## src/rtl/cpt_fifo.sv

```systemverilog
// Small synchronous queue with registered storage and head read.
// Generic over width and depth; used between front and back and at the output.
// No dependencies.
`default_nettype none
module cpt_fifo #(
    parameter int DEPTH = 16,
    parameter int WIDTH = 8
) (
    input  wire logic             i_clk,
    input  wire logic             i_rst_n,
    input  wire logic             i_push,
    input  wire logic [WIDTH-1:0] i_data,
    input  wire logic             i_pop,
    output logic      [WIDTH-1:0] o_data,
    output logic                  o_empty
);
    localparam int AW = (DEPTH > 1) ? $clog2(DEPTH) : 1;
    localparam int CW = $clog2(DEPTH + 1);

    logic [WIDTH-1:0] r_mem [DEPTH];
    logic [AW-1:0]    r_wr;
    logic [AW-1:0]    r_rd;
    logic [CW-1:0]    r_cnt;
    logic [AW-1:0]    n_wr;
    logic [AW-1:0]    n_rd;
    logic             w_pop;

    assign w_pop   = i_pop && (r_cnt != '0);
    assign o_empty = (r_cnt == '0);
    assign o_data  = r_mem[r_rd];

    always_comb begin
        n_wr = (r_wr == AW'(DEPTH - 1)) ? '0 : r_wr + 1'b1;
        n_rd = (r_rd == AW'(DEPTH - 1)) ? '0 : r_rd + 1'b1;
    end

    always_ff @(posedge i_clk) begin
        if (!i_rst_n) begin
            r_wr  <= '0;
            r_rd  <= '0;
            r_cnt <= '0;
        end else begin
            if (i_push) r_wr <= n_wr;
            if (w_pop)  r_rd <= n_rd;
            r_cnt <= r_cnt + CW'(i_push) - CW'(w_pop);
        end
    end

    always_ff @(posedge i_clk) begin
        if (i_push) r_mem[r_wr] <= i_data;
    end

endmodule
`default_nettype wire

```

## config.mk

```make
export PLATFORM = sky130hd
export DESIGN_NAME = cpt_fifo
export DESIGN_NICKNAME = d
export VERILOG_FILES = /design/src/rtl/cpt_fifo.sv
export SDC_FILE = /design/constraint.sdc
export NUM_CORES = 1
export LEC_CHECK = 0
export ABC_AREA = 1
export BUFFER_PORTS_ARGS = -buffer_cell sky130_fd_sc_hd__buf_2
export CELL_PAD_IN_SITES_DETAIL_PLACEMENT = 0
export CELL_PAD_IN_SITES_GLOBAL_PLACEMENT = 1
export CORE_ASPECT_RATIO = 0.7
export CORE_UTILIZATION = 46
export CTS_BUF_LIST = sky130_fd_sc_hd__clkbuf_4 sky130_fd_sc_hd__clkbuf_8
export CTS_CLUSTER_SIZE = 40
export DETAILED_ROUTE_END_ITERATION = 16
export PLACE_DENSITY_LB_ADDON = 0.1
export SLEW_MARGIN = 20
export SYNTH_ARGS = -nofsm -noshare
export SYNTH_HDL_FRONTEND = slang
export SYNTH_SLANG_ARGS = --single-unit
```

## constraint.sdc

```tcl
create_clock -name i_clk -period 2 [get_ports i_clk]
set_input_delay 0.3 -clock i_clk [delete_from_list [all_inputs] [get_ports i_clk]]
set_output_delay 0.3 -clock i_clk [all_outputs]
set_load 0.01 [all_outputs]
```

# Word level (Yosys, flattened, before mapping)
# Memory sizes are Yosys's and may differ from the RTL's. A register that Yosys moved wholly into a read port is not among the register bits.
# Index checks and enable logic that the tools add are counted.
totals:
  register_bits: 13
  n_memories: 1
  output_inout_bits: 9
  input_bits: 12
  mem_bits_rw: 128
  wordCells: 19
memory_table:
  columns: ["name", "words", "width", "rd", "rd_clocked_by_memory_dff", "wr", "line_no", "rtl"]
  rows:
  - ["r_mem", 16, 8, 1, 1, 1, "20", "logic [WIDTH-1:0] r_mem [DEPTH];"]
op_classes:
  n_addsub: 4
  mux: 6
  eq_ne: 2
  n_reduce_logical: 3
ops:
  columns: ["op", "n"]
  rows:
  - ["$mux 4", 4]
  - ["$add 4x1->4 const B", 2]
  - ["$eq 4x4->1 const B", 2]
  - ["$add 5x1->5", 1]
  - ["$logic_not 5->1", 1]
  - ["$reduce_bool 5->1", 1]
  - ["$sub 5x1->5", 1]
  - ["$mux 1", 2]
  - ["$logic_and 1x1->1", 1]

# Longest topological paths before layout
# Gate-level depths: netlist of run 1.
depth:
  depth_word: 4
  mapped_depth: 15
  depth_no_buf: 15

# Least setup slack after synthesis of run 1
# Ideal clock, no wire load.
synth_path:
  path_type: "register to register"
  from: "register r_cnt[2]"
  to: "register r_cnt[4]"
  n_path_buf: 0
  setup_ns: 0.113
  stages_incl_launch_ff: 16
  setup_slack_ns: -0.126
  period_less_slack_ns: 2.126
  t_arrival_ns: 2.013
  required_ns: 1.887
  cell_sequence: "dfxtp_1 -> inv_1 -> ha_1 -> inv_1 -> nor2_1 -> a21oi_1 -> ha_1 -> inv_1 -> ha_1 -> fa_1 -> nand2_1 -> a21oi_1 -> nor2_1 -> nand2_1 -> nand2_1 -> nor2_1"
synth_between:
  elab_chain_len: 3
synth_lines:
  columns: ["element", "line_no", "rtl"]
  rows:
  - ["from (decl)", "23", "logic [CW-1:0] r_cnt;"]
  - ["from (signal assigned)", "45", "r_cnt <= r_cnt + CW'(i_push) - CW'(w_pop);"]
  - ["branches (longest 2 deep; another with $add 5x1->5)", null, null]
  - ["$sub 5x1->5 *", "45", null]
# Mark *: on every way between the ends.
# A chain may end at the register's enable or synchronous reset.

# Worst setup path after layout of run 1
# Same ends and word-level chain as after synthesis.

==> results list, run 1 <==
* Core region area: approximately 0.013 mm2
* Class of the tightest hold or removal check: primary input to flop
- The tool flagged a number of max-cap violations equal to 0.
- Number of buffers created by CTS: 17
* Wire length of the first global-routing pass: 24200 um
* Cell type with the largest total area after synthesis: sky130_fd_sc_hd__edfxtp_1
- Horizontal extent of the die: between 100 and 150 um
- Fraction of final layout cells with drive strength greater than 1: 0.245
- Synthesized area per cell: 9.95 um2
* Final hold vios: 0
- Summing over every cut layer, the via total after detailed routing is 4501.
- Summed over all layers, the global routing overflow is 0.
* Share of the synthesized area in the top cell type: 0.597
* Total of flip-flops plus latches after synthesis: between 100 and 150
- Power density cells: between 1000 and 1500 mW/mm2
- For the final database, setup skew stands at approximately 17 ps.
- Synthesis produced between 600 and 700 cells.
- The run finished, with violations left.
* Clock latency reported for the late side of the worst-skew pair: 450 ps
- Part of the Yosys area used for sequential elements: 0.650
- Critical-path maximum fanout: 2
- The setup check on the worst reg-to-reg path leaves a slack of -60 ps.
- Hold Crit Start: i_rst_n
- Counting flops with an async set or reset pin after synthesis yields a share of 0.
- Row generation in the floorplan step produced 35 rows.
* Part of the total power dissipated in sequential elements: 0.403
- Area post-placement: 0.00686 mm2
* Maximum vdd drop: 0.000554 V
* Violations in the final reports: negative setup slack
- Portion of total power attributed to the clock network: 0.292
* Type of the worst setup path: flop to flop
- The analysis attributes to net switching a power of 2710 uW.
* Overall track demand over capacity in global routing: 0.236
- Net count, final: 730
- Gp weighted congestion: 0.762
- The worst hold path passes through 3 cells.
* Worst hold endpoint: r_cnt[1]
- Count of flip-flops with a built-in enable after synthesis: 128
* Maximum number of buffers from clock root to sink: 2
- 21 I/O pins were placed.
- For this run, design rule violations remaining after detail routing come to 0.
- Measured slew at the worst slew-check pin: 419 ps
- The largest individual stage delay along the critical path comes from the cell sky130_fd_sc_hd__fa_2.
- RR Endpoint: r_cnt[4]
- During synthesis, Yosys emitted a total of 0 warnings.
- Total wirelength of the detailed-routed design: between 15000 and 20000 um
* Cells along the critical path: inv_2 > ha_4 > inv_2 > nor2_4 > a21oi_2 > ha_1 > inv_2 > ha_4 > fa_2 > nand2_2 > a21oi_2 > nor2_2 > nand2_1 > nand2_1 > nor2_1
* Final setup vio count: 9
- Total clock sinks: between 100 and 150
- Of the available clock period, the critical path in the final layout requires 1.03.
- After the first detailed-routing iteration, the DRC count stood at 336.
* Clock transition at the registers of the reported paths: 90 ps
- Min cycle time layout: 2060 ps
* Internal cell power: 5940 uW
- Part of the total power dissipated in combinational logic: 0.305
* Post-route worst setup slack: -59.3 ps
* Maximum frequency from static timing analysis: 486 MHz
- Vias in the first global route: 4336
* Length of the first detailed-routing pass in iterations: 5
* Initial antenna violation count: 0
* Final count of pins violating max slew: 0
* Switching share of total power: 0.313
- Routed wirelength normalized by instance count: 17.7 um
- Yosys attributes the largest share of cell area to sky130_fd_sc_hd__edfxtp_1 (60%), sky130_fd_sc_hd__nand2_1 (11%), sky130_fd_sc_hd__nand3_1 (7.9%).
- The worst register-to-register path begins at r_cnt[2].
* Post-route standard cell area excluding fillers: 0.00792 mm2
- Summing every instance area after synthesis gives 0.00644 mm2.
* Unrepaired setup endpoints after global routing: true
- Avg Vias per Cell: around 5.0
* Critical Path Source Type: flop
- The worst setup path is captured at a flop.
- In this run the tool buffered the top-level ports with 20 buffer cells.
* Post-synth net total: between 600 and 700
* Setup TNS after final layout: -292 ps
- Entering global routing, the biggest net connects 17 pins.
* Worst EP required: 2350 ps
- The root buffer cell chosen for the clock tree is sky130_fd_sc_hd__clkbuf_8.
- Counting distinct cell types in the post-synthesis netlist gives 20.
- Max H-tree Level: 4
- Summed over all nets, the half-perimeter wirelength after detailed placement is ~8900 um.
- Headroom to the max-slew limit came out at 0.720.
- Routed Antenna Nets: 0
- The design draws 8650 uW.
- Cell type with the highest occurrence count on the critical path: sky130_fd_sc_hd__inv_2
- Pleak: 0.00343 uW
- Crit path largest cell delay: 350 ps
- From bottom edge to top edge, the die measures 101 um.
- Number of antenna diodes: 0
* Cell count of the worst reg-to-reg path: 15
* Area Overhead vs Synth: 23.0%
- The floorplan step defined a die boundary enclosing 0.0145 mm2.
- CP arrival: between 2000 and 2500 ps
* Initial core utilization: 0.480
- CTS tree: yes
- For this run, the leading register cell type out of synthesis is sky130_fd_sc_hd__edfxtp_1.
* CTS Hold Bufs: 0
[worst max-delay path by stage]
| stage | from | to | slack, ps | cells past startpoint |
|---|---|---|---|---|
| 6_report | r_cnt[2] | r_cnt[4] | -60 | 15 |
| 3_3_place_gp | r_cnt[2] | r_cnt[4] | -120 | 15 |
| 3_5_place_dp | r_cnt[2] | r_cnt[4] | -180 | 15 |
| 4_1_cts | r_cnt[3] | r_cnt[4] | -80 | 15 |
| 5_1_grt | r_cnt[2] | r_cnt[4] | -170 | 15 |
| 2_1_floorplan | r_cnt[3] | r_cnt[4] | -40 | 15 |
[layer usage]
metal / GRT usage / vias to the layer above / share of wire
li1: - / 2197 / -
met1: 0.329 / 2167 / 0.47
met2: 0.367 / 124 / 0.46
met3: 0.0527 / 13 / 0.058
met4: 0.0720 / 0 / 0.0088
met5: 0 / - / 0
[cells by family after synthesis]
| kind of cell | count (synthesis) | share of synthesized area |
|---|---|---|
| XOR/XNOR | 3 | 0.00408 |
| adder cells (fa/ha/maj) | 12 | 0.0245 |
| AND/OR/NAND/NOR | 330 | 0.215 |
| AO/OA/AOI/OAI | 12 | 0.00933 |
| buffers and inverters | 145 | 0.0976 |
| flip-flops | 145 | 0.650 |
[power by group through the flow]
stage                     Combinational [uW]  Clock [uW]  Sequential, uW
after CTS                               2320        2560            3490
after global routing                    2880        2680            3500
final                                   2640        2530            3490
after floorplan                         1300           0            3510
after global placement                  1790           0            3520
after detailed placement                1810           0            3530
[metrics by stage]
stage,utilization,worst slack (ps),cells,hold slack [ps]
finish,0.591,-59.3,904,175
global route,0.591,-175,904,188
CTS,0.569,-80.3,901,164
detailed placement,0.512,-178,856,514
global placement,0.512,-122,856,510
floorplan,-,-42.3,647,399
[sequential cells by signal, indices dropped and copies added, names as in the netlist, named ones only]
signal  flops
r_cnt       5
r_rd        4
r_wr        4
r_mem     128
[critical path: cells and delay by family, from the launching register on]
| family | cells | cell delay, ps |
|---|---|---|
| AOI/OAI and AO/OA | 2 | 120 |
| adders and majority gates | 4 | 910 |
| buffers and inverters | 3 | 150 |
| DFF | 1 | 330 |
| and+or+nand+nor | 6 | 440 |
[timing repair]
| item | CTS | global route |
|---|---|---|
| endpoints found under the setup margin | 9 | 10 |
| buffers inserted | 7 | 1 |
| hold endpoints to repair | 0 | 0 |
| pin swaps | 10 | 16 |
| gates resized for setup | 34 | 57 |
| gates cloned | 6 | 3 |
[Yosys cell counts, drive strengths merged (2+ instances only)]
master,count
nand2,196
edfxtp,128
inv,119
nand3,101
nor2,29
buf,23
dfxtp,17
ha,11
a21oi,8
o21ai,4
clkbuf,3
xor2,3
nor3,2
[cell type report]
type,count,area [um2]
clock buffers,19,249
clock inverters,13,189
fillers,1165,5480
inverters,119,462
multi-input cells,357,1920
flip-flops and latches,145,4190
well taps,185,231
repair buffers,66,683
[layout by cell type, fill, tap and decap left out, types with 5 or more instances in the layout]
cell type / count
sky130_fd_sc_hd__a21oi_1: 6
sky130_fd_sc_hd__nand2_2: 25
sky130_fd_sc_hd__ha_1: 9
sky130_fd_sc_hd__edfxtp_1: 128
sky130_fd_sc_hd__nand3_1: 67
sky130_fd_sc_hd__buf_16: 5
sky130_fd_sc_hd__buf_4: 33
sky130_fd_sc_hd__inv_1: 113
sky130_fd_sc_hd__buf_6: 6
sky130_fd_sc_hd__nor2_1: 27
sky130_fd_sc_hd__dfxtp_1: 14
sky130_fd_sc_hd__nand3_2: 34
sky130_fd_sc_hd__clkbuf_8: 17
sky130_fd_sc_hd__nand2_1: 168
sky130_fd_sc_hd__buf_2: 15
(Power assumes the default switching activity.)
==> inputs of run 2 (changes only) <==
Clock period 2 ns to 1.8 ns, I/O delays scaled along.
==> run 2 against run 1 <==
  * The flow still finishes with violations (negative setup slack)
  * Worst setup slack got worse by 230 ps
  * Non-clock buffer count rose by 18
  * Fmax fell by 1.4%
  * Hold slack got worse by 15 ps
  * Largest cell class unchanged
  * Count of clock-buffer cells in the layout fell by 1
==> results list, run 2 (synthesis results as in run 1) <==
- Outcome: finished with violations (unchanged).
* Violations in the final reports: negative setup slack (unchanged)
* Cell count of the worst reg-to-reg path: 15 (unchanged)
- Power density cells: 1210 mW/mm2 (was 1090 mW/mm2)
- Most common cell after layout, fill and taps aside: sky130_fd_sc_hd__nand2_1 (unchanged)
- CTS tree: yes (unchanged)
* Overall track demand over capacity in global routing: 0.232 (was 0.236)
- The site row count is 35 (unchanged).
* Flip-flop count of the largest register, all copies and words added: 128 (unchanged)
- Pin count of the biggest net entering global routing: 19 (was 17)
* Rel. slew slack: 0.666 (was 0.720)
- Total wirelength of the detailed-routed design: 15800 um (was 16000 um)
- Type of the worst setup path: flop to flop (unchanged)
- The clock network latency to the later pin of the worst-skew pair is 420 ps (was 450 ps).
- Total clock sinks: 145 (unchanged)
- GR Overflow Total: 0 (unchanged)
* Maximum vdd drop: 0.000672 V (was 0.000554 V)
- Max H-tree Level: 4 (unchanged)
- Wire length on met3: 841 um (was 922 um)
* Wire length of the first global-routing pass: 24000 um (was 24200 um)
- Final count of pins violating max slew: 0 (unchanged)
- Pleak: 0.00366 uW (was 0.00343 uW)
- Fraction of final layout cells with drive strength greater than 1: 0.317 (was 0.245)
- Critical-path maximum fanout: 2 (unchanged)
* Height of the die: 101 um (unchanged)
* Maximum frequency from static timing analysis: 479 MHz (was 486 MHz)
- The number of max-cap violations was 0 (unchanged).
* Port bufs: 20 (unchanged)
- Biggest registers after layout: r_mem (128), r_cnt (5) (unchanged).
- The number of cells in the design after placement is 864 (was 856).
- The final hold slack is 160 ps (was 175 ps).
* Number of buffers created by CTS: 17 (unchanged)
- Highest routed metal layer: met4 (unchanged)
* Routed Antenna Nets: 0 (unchanged)
* Slowest library cell on the worst path: sky130_fd_sc_hd__fa_2 (unchanged)
- The number of inserted diodes was 0 (unchanged).
- Length of the first detailed-routing pass in iterations: 4 (was 5)
* Net count, final: 748 (was 730)
- Initial antenna violation count: 0 (unchanged)
- Min cycle time layout: 2090 ps (was 2060 ps)
- The total die area came to 0.0145 mm2 (unchanged).
- Horizontal extent of the die: 143 um (unchanged)
- The routed wire length on met2 was 7210 um (was 7440 um).
- Via count of the routed design: 4486 (was 4501)
- Non-filler instance count after layout: 921 (was 904)
- Placed wire-length estimate: 9420 um (was 8870 um)
* Critical Path Source Type: flop (unchanged)
- The data arrival time at the worst-slack endpoint came to 2420 ps (was 2410 ps).
- Endpoint kind of the worst setup timing path: flop (unchanged)
* Area Overhead vs Synth: 30.8% (was 23.0%)
- The most flop-heavy register was r_mem (unchanged).
- The via count of the first global-routing pass is 4266 (was 4336).
- The ratio of final minimum period to clock period came to 1.16 (was 1.03).
* DRC violation count after routing: 0 (unchanged)
- The number of I/O pins is 21 (unchanged).
- Total power: 10200 uW (was 8650 uW)
* Final setup vio count: 12 (was 9)
- Gp weighted congestion: 0.772 (was 0.762)
- The post-layout worst setup margin is -289 ps (was -59.3 ps).
* Routed metal-1 wire length: 7570 um (was 7530 um)
* CTS Hold Bufs: 0 (unchanged)
- The starting density of the core was 0.480 (unchanged).
* Buffer cell driving the clock tree root: sky130_fd_sc_hd__clkbuf_8 (unchanged)
- The final clock skew is 12.7 ps (was 16.6 ps).
* Crit path largest cell delay: 350 ps (about the same)
- The final hold violation count came to 0 (unchanged).
- The buffer depth of the longest clock path is 2 (unchanged).
* Detailed Route Iter0 Violations: 362 (was 336)
- Measured slew at the worst slew-check pin: 501 ps (was 419 ps)
* Worst EP required: 2130 ps (was 2350 ps)
- Cells along the critical path: inv_2 > ha_4 > inv_2 > nor2_4 > a21oi_2 > ha_4 > inv_2 > ha_4 > fa_2 > nand2_2 > a21oi_1 > nor2_1 > nand2_1 > nand2_1 > nor2_1 (was inv_2 > ha_4 > inv_2 > nor2_4 > a21oi_2 > ha_1 > inv_2 > ha_4 > fa_2 > nand2_2 > a21oi_2 > nor2_2 > nand2_1 > nand2_1 > nor2_1)
- Class of the tightest hold or removal check: primary input to flop (unchanged)
* Routed wirelength normalized by instance count: 17.2 um (was 17.7 um)
- The clock slew at the register clock pins of the worst setup and hold paths is 80 ps (was 90 ps).
* Unrepaired setup endpoints after global routing: true (unchanged)
- The core region area came to 0.0134 mm2 (unchanged).
* Highest-count cells in the layout ignoring fill and taps: sky130_fd_sc_hd__nand2_1 (148), sky130_fd_sc_hd__edfxtp_1 (128), sky130_fd_sc_hd__inv_1 (112), sky130_fd_sc_hd__nand3_2 (56), sky130_fd_sc_hd__nand3_1 (45) (was sky130_fd_sc_hd__nand2_1 (168), sky130_fd_sc_hd__edfxtp_1 (128), sky130_fd_sc_hd__inv_1 (113), sky130_fd_sc_hd__nand3_1 (67), sky130_fd_sc_hd__nand3_2 (34))
* Number of cells on the worst hold path: 3 (unchanged)
- The worst slack after detailed placement came to -373 ps (was -178 ps).
* Avg Vias per Cell: 4.87 (was 4.98)
[run 2: cell types whose count changed in the layout (fill, tap and decap cells not counted), moves of 2 or more]
cell / before / now
sky130_fd_sc_hd__inv_2: 4 / 6
sky130_fd_sc_hd__buf_4: 33 / 36
sky130_fd_sc_hd__nand3_2: 34 / 56
sky130_fd_sc_hd__buf_16: 5 / 8
sky130_fd_sc_hd__nand2_2: 25 / 38
sky130_fd_sc_hd__buf_8: 0 / 4
sky130_fd_sc_hd__nand3_1: 67 / 45
sky130_fd_sc_hd__buf_12: 4 / 8
sky130_fd_sc_hd__nand2_4: 3 / 10
sky130_fd_sc_hd__nand2_1: 168 / 148
sky130_fd_sc_hd__clkinv_1: 0 / 3
sky130_fd_sc_hd__buf_6: 6 / 9
sky130_fd_sc_hd__clkinv_4: 4 / 1
[run 2: worst max-delay path: cells and delay by family (launching register included)]
kind	cells	cell delay [ps]
buf+inv	3	140
compound gates	2	150
flops	1	330
simple gates	6	470
fa+ha+maj	4	900
[run 2: repair_timing]
| item | CTS | global route |
|---|---|---|
| setup endpoints to repair | 12 | 12 |
| setup buffers | 14 | 1 |
| gates cloned | 9 | 4 |
| gates resized for setup | 69 | 81 |
| pin swaps | 32 | 38 |
[run 2: power by group]
part / total (uW) / switching [uW] / leakage, uW / internal [uW]
clock network: 2810 / 1170 / 0.000218 / 1640
registers: 3870 / 92.7 / 0.00130 / 3780
logic: 3500 / 1820 / 0.00214 / 1680
[run 2: routing by layer]
metal  track usage  vias to the layer above
met5             0                        -
met4        0.0606                        0
met3        0.0485                       14
met2         0.365                      105
met1         0.329                     2138
li1              -                     2229
[run 2: stage by stage]
stage	setup TNS [ps]	utilization	instance area, um2
final	-2210	0.628	8420
after global routing	-3310	0.628	8420
after CTS	-2730	0.599	8020
after detailed placement	-792	0.519	6950
after global placement	-376	0.519	6950
after floorplan	-301	-	6460
[run 2: cell type report]
type	instances	area [um2]
tap	185	231
clock inverter	13	193
clock buffer	18	241
sequential	145	4190
inverter	119	454
fill	1098	4980
timing repair buffer	84	987
multi-input combinational	357	2120
[run 2: worst paths after layout]
kind | start | to | slack [ps]
worst max register to register | r_cnt[2] | r_cnt[4] | -290
worst min register to register | r_rd[3] | r_rd[3] | 530
worst min-delay path | i_rst_n | r_cnt[1] | 160
worst max-delay path | r_cnt[2] | r_cnt[4] | -290
==> inputs of run 3 (changes only) <==
Clock period 1.8 ns to 1.7 ns, I/O delays scaled along.
==> run 3 against run 2 <==
  * The flow still finishes with violations (negative setup slack)
  * Hold slack got worse by 4.3 ps
  * Non-clock buffer count fell by 4
  * Combinational power rose by 4%
  * Clock skew fell by 1.9 ps
  * Design area fell by 1.4%
  * Largest cell class unchanged
==> results list, run 3 (synthesis results as in run 1) <==
- The kind of path behind the tightest hold check is primary input to flop (unchanged).
* CP arrival: 2390 ps (was 2420 ps)
- Highest-count cells in the layout ignoring fill and taps: sky130_fd_sc_hd__nand2_1 (150), sky130_fd_sc_hd__edfxtp_1 (128), sky130_fd_sc_hd__inv_1 (111), sky130_fd_sc_hd__nand3_1 (53), sky130_fd_sc_hd__nand3_2 (48) (was sky130_fd_sc_hd__nand2_1 (148), sky130_fd_sc_hd__edfxtp_1 (128), sky130_fd_sc_hd__inv_1 (112), sky130_fd_sc_hd__nand3_2 (56), sky130_fd_sc_hd__nand3_1 (45))
- The height of the die is 101 um (unchanged).
* Final setup vio count: 12 (unchanged)
- The met3 demand-to-capacity share in global routing was 0.0632 (was 0.0485).
* Cell Count Post-Placement: 863 (was 864)
- Power density cells: 1250 mW/mm2 (was 1210 mW/mm2)
- Most common cell after layout, fill and taps aside: sky130_fd_sc_hd__nand2_1 (unchanged)
* Internal cell power: 7060 uW (was 7090 uW)
- Net count, final: 745 (was 748)
* DRC violation count after routing: 0 (unchanged)
* Clock latency reported for the late side of the worst-skew pair: 440 ps (was 420 ps)
* Outcome: finished with violations (unchanged)
- The count of buffers from port buffering is 20 (unchanged).
- The vias after detailed routing came to 4511 (was 4486).
- The number of inserted diodes is 0 (unchanged).
- Worst-case clock skew: 10.8 ps (was 12.7 ps)
- Portion of total power attributed to the clock network: 0.255 (was 0.276)
* Number of buffers created by CTS: 17 (unchanged)
- The number of flip-flops in the largest register came to 128 (unchanged).
* Initial core utilization: 0.480 (unchanged)
- Length of the first detailed-routing pass in iterations: 5 (was 4)
- The routability congestion estimate is 0.813 (was 0.772).
- The via count of the first global-routing pass came to 4302 (was 4266).
- The clock period minus final worst setup slack was 2050 ps (was 2090 ps).
* GR Overflow Total: 0 (unchanged)
- Type of the worst setup path: flop to flop (unchanged)
- Setup slack at placement: -434 ps (was -373 ps)
- The kind of launch point of the worst setup path is a flop (unchanged).
- The final routed wirelength across all metal layers came to 15600 um (was 15800 um).
- Utilization after layout: 0.619 (was 0.628)
* Worst EP required: 2030 ps (was 2130 ps)
- The number of max-cap violations was 0 (unchanged).
- The combinational power share is 0.351 (was 0.344).
* Unrepaired setup endpoints after global routing: true (unchanged)
* Total clock sinks: 145 (unchanged)
- Setup TNS after final layout: -3040 ps (was -2210 ps)
- Total die area: 0.0145 mm2 (unchanged)
- Final count of pins violating max slew: 0 (unchanged)
- Violations in the final reports: negative setup slack (unchanged)
- Clock transition at the registers of the reported paths: 80 ps (about the same)
* Switching share of total power: 0.321 (was 0.303)
* Worst R2R Setup Slack: -350 ps (was -290 ps)
* CTS Hold Bufs: 0 (unchanged)
- Avg Vias per Cell: 4.91 (was 4.87)
- The proportion of layout cells with a drive suffix above 1 came to 0.309 (was 0.317).
- Final hold vios: 0 (unchanged)
- The maximum frequency from static timing analysis is 487 MHz (was 479 MHz).
- The most flop-heavy register is r_mem (unchanged).
- The number of cells in the finished layout apart from fillers came to 919 (was 921).
- CTS tree: yes (unchanged)
- The worst-margin pin slew is 539 ps (was 501 ps).
* Worst setup path start: r_cnt[3] (was r_cnt[2])
- Post-route worst setup slack: -354 ps (was -289 ps)
- Wire length of the first global-routing pass: 23700 um (was 24000 um)
* Cell count of the worst reg-to-reg path: 15 (unchanged)
- Horizontal extent of the die: 143 um (unchanged)
- The library cell used as clock root buffer was sky130_fd_sc_hd__clkbuf_8 (unchanged).
- I/O pin count: 21 (unchanged)
- Endpoint kind of the worst setup timing path: flop (unchanged)
* Initial antenna violation count: 1 (was 0)
- The worst hold path startpoint was i_rst_n (unchanged).
- The aggregate global-route resource usage came to 0.229 (was 0.232).
* Critical-path maximum fanout: 2 (unchanged)
* Biggest registers after layout: r_mem (128), r_cnt (5) (unchanged)
* Detailed Route Iter0 Violations: 338 (was 362)
* Busiest grt layer: met2 (unchanged)
* Number of cells on the worst hold path: 3 (unchanged)
* Routed wirelength normalized by instance count: 17.0 um (was 17.2 um)
- The endpoint of the worst-slack reg-to-reg timing path is r_cnt[4] (unchanged).
- Core region area: 0.0134 mm2 (unchanged)
- The static leakage was 0.00357 uW (was 0.00366 uW).
* Worst hold endpoint: r_cnt[1] (unchanged)
* Area Overhead vs Synth: 28.9% (was 30.8%)
* Maximum number of buffers from clock root to sink: 2 (unchanged)
* Rel. slew slack: 0.640 (was 0.666)
- Global Route met2 Usage: 0.356 (was 0.365)
- Tightest hold margin: 156 ps (was 160 ps)
* Routed Antenna Nets: 0 (unchanged)
- Met1 demand-to-capacity share in global routing: 0.314 (was 0.329)
- Part of the total power dissipated in sequential elements: 0.394 (was 0.380)
- The maximum number of pins on one net before global-route repair came to 25 (was 19).
- The ratio of final minimum period to clock period was 1.21 (was 1.16).
- Max H-tree Level: 4 (unchanged)
- The switching power summed over all nets was 3330 uW (was 3080 uW).
- FP Rows: 35 (unchanged)
* # fillers: 1090 (was 1098)
- The worst-case vdd ir drop was 0.000677 V (was 0.000672 V).
- The launch point of the worst reg-to-reg path is r_cnt[3] (was r_cnt[2]).
- Placed wire-length estimate: 9070 um (was 9420 um)
## run 3: cell types whose count changed in the layout (fill, tap and decap cells not counted), sizes merged
cell      previous run  this run
bufinv               5         2
buf                 80        74
clkinvlp             1         6
clkinv               7         5
inv                119       121
clkbuf              22        24
## run 3: layer usage
layer / share of wire / vias to the layer above
met5: 0.00083 / -
met4: 0.011 / 2
met3: 0.055 / 16
met2: 0.46 / 138
met1: 0.47 / 2133
li1: - / 2222
## run 3: critical path, stage by stage (launching register included)
cell                      delay [ps]
sky130_fd_sc_hd__dfxtp_2         330
sky130_fd_sc_hd__inv_2            70
sky130_fd_sc_hd__ha_4            130
sky130_fd_sc_hd__inv_2            40
sky130_fd_sc_hd__nor2_4          120
sky130_fd_sc_hd__a21oi_4          70
sky130_fd_sc_hd__ha_4            260
sky130_fd_sc_hd__inv_2            30
sky130_fd_sc_hd__ha_4            150
sky130_fd_sc_hd__fa_2            340
sky130_fd_sc_hd__nand2_2          90
sky130_fd_sc_hd__a21oi_2          60
sky130_fd_sc_hd__nor2_2          120
sky130_fd_sc_hd__nand2_1          60
sky130_fd_sc_hd__nand2_1          60
sky130_fd_sc_hd__nor2_1           40
## run 3: power groups by stage
stage | logic (uW) | registers (uW) | clock network (uW)
3_5_place_dp | 2380 | 4160 | 0
4_1_cts | 3120 | 4090 | 2680
3_3_place_gp | 2340 | 4150 | 0
2_1_floorplan | 1620 | 4130 | 0
6_report | 3640 | 4090 | 2650
5_1_grt | 4010 | 4110 | 2840
## run 3: worst max-delay path by stage
stage	end	slack, ps	cells past startpoint
after floorplan	r_cnt[4]	-320	15
after global placement	r_cnt[4]	-390	15
after detailed placement	r_cnt[4]	-430	15
after CTS	r_cnt[4]	-370	15
after global routing	r_cnt[4]	-480	15
final	r_cnt[4]	-350	15
## run 3: timing repair
item                                   4_1_cts  5_1_grt
endpoints found under the hold margin        0        0
cloned                                       6        7
setup buffers                               11        4
resized for setup                           55       79
pin swaps                                   26       37
setup endpoints to repair                   13       13
## run 3: per-stage QoR
stage | area (um2) | power, uW
global route | 8300 | 11000
global placement | 6990 | 6490
CTS | 7860 | 9890
floorplan | 6500 | 5750
detailed placement | 6990 | 6540
finish | 8300 | 10400
## run 3: area by class of cell
class / count / area, um2 / share of cell area
Clock inverter: 14 / 140 / 0.0169
Sequential cell: 145 / 4190 / 0.505
Inverter: 119 / 475 / 0.0573
Timing Repair inverter: 1 / 11.3 / 0.00136
Tap cell: 185 / 231 / 0.0279
Timing Repair Buffer: 80 / 943 / 0.114
Multi-Input combinational cell: 357 / 2060 / 0.249
Clock buffer: 18 / 241 / 0.0291
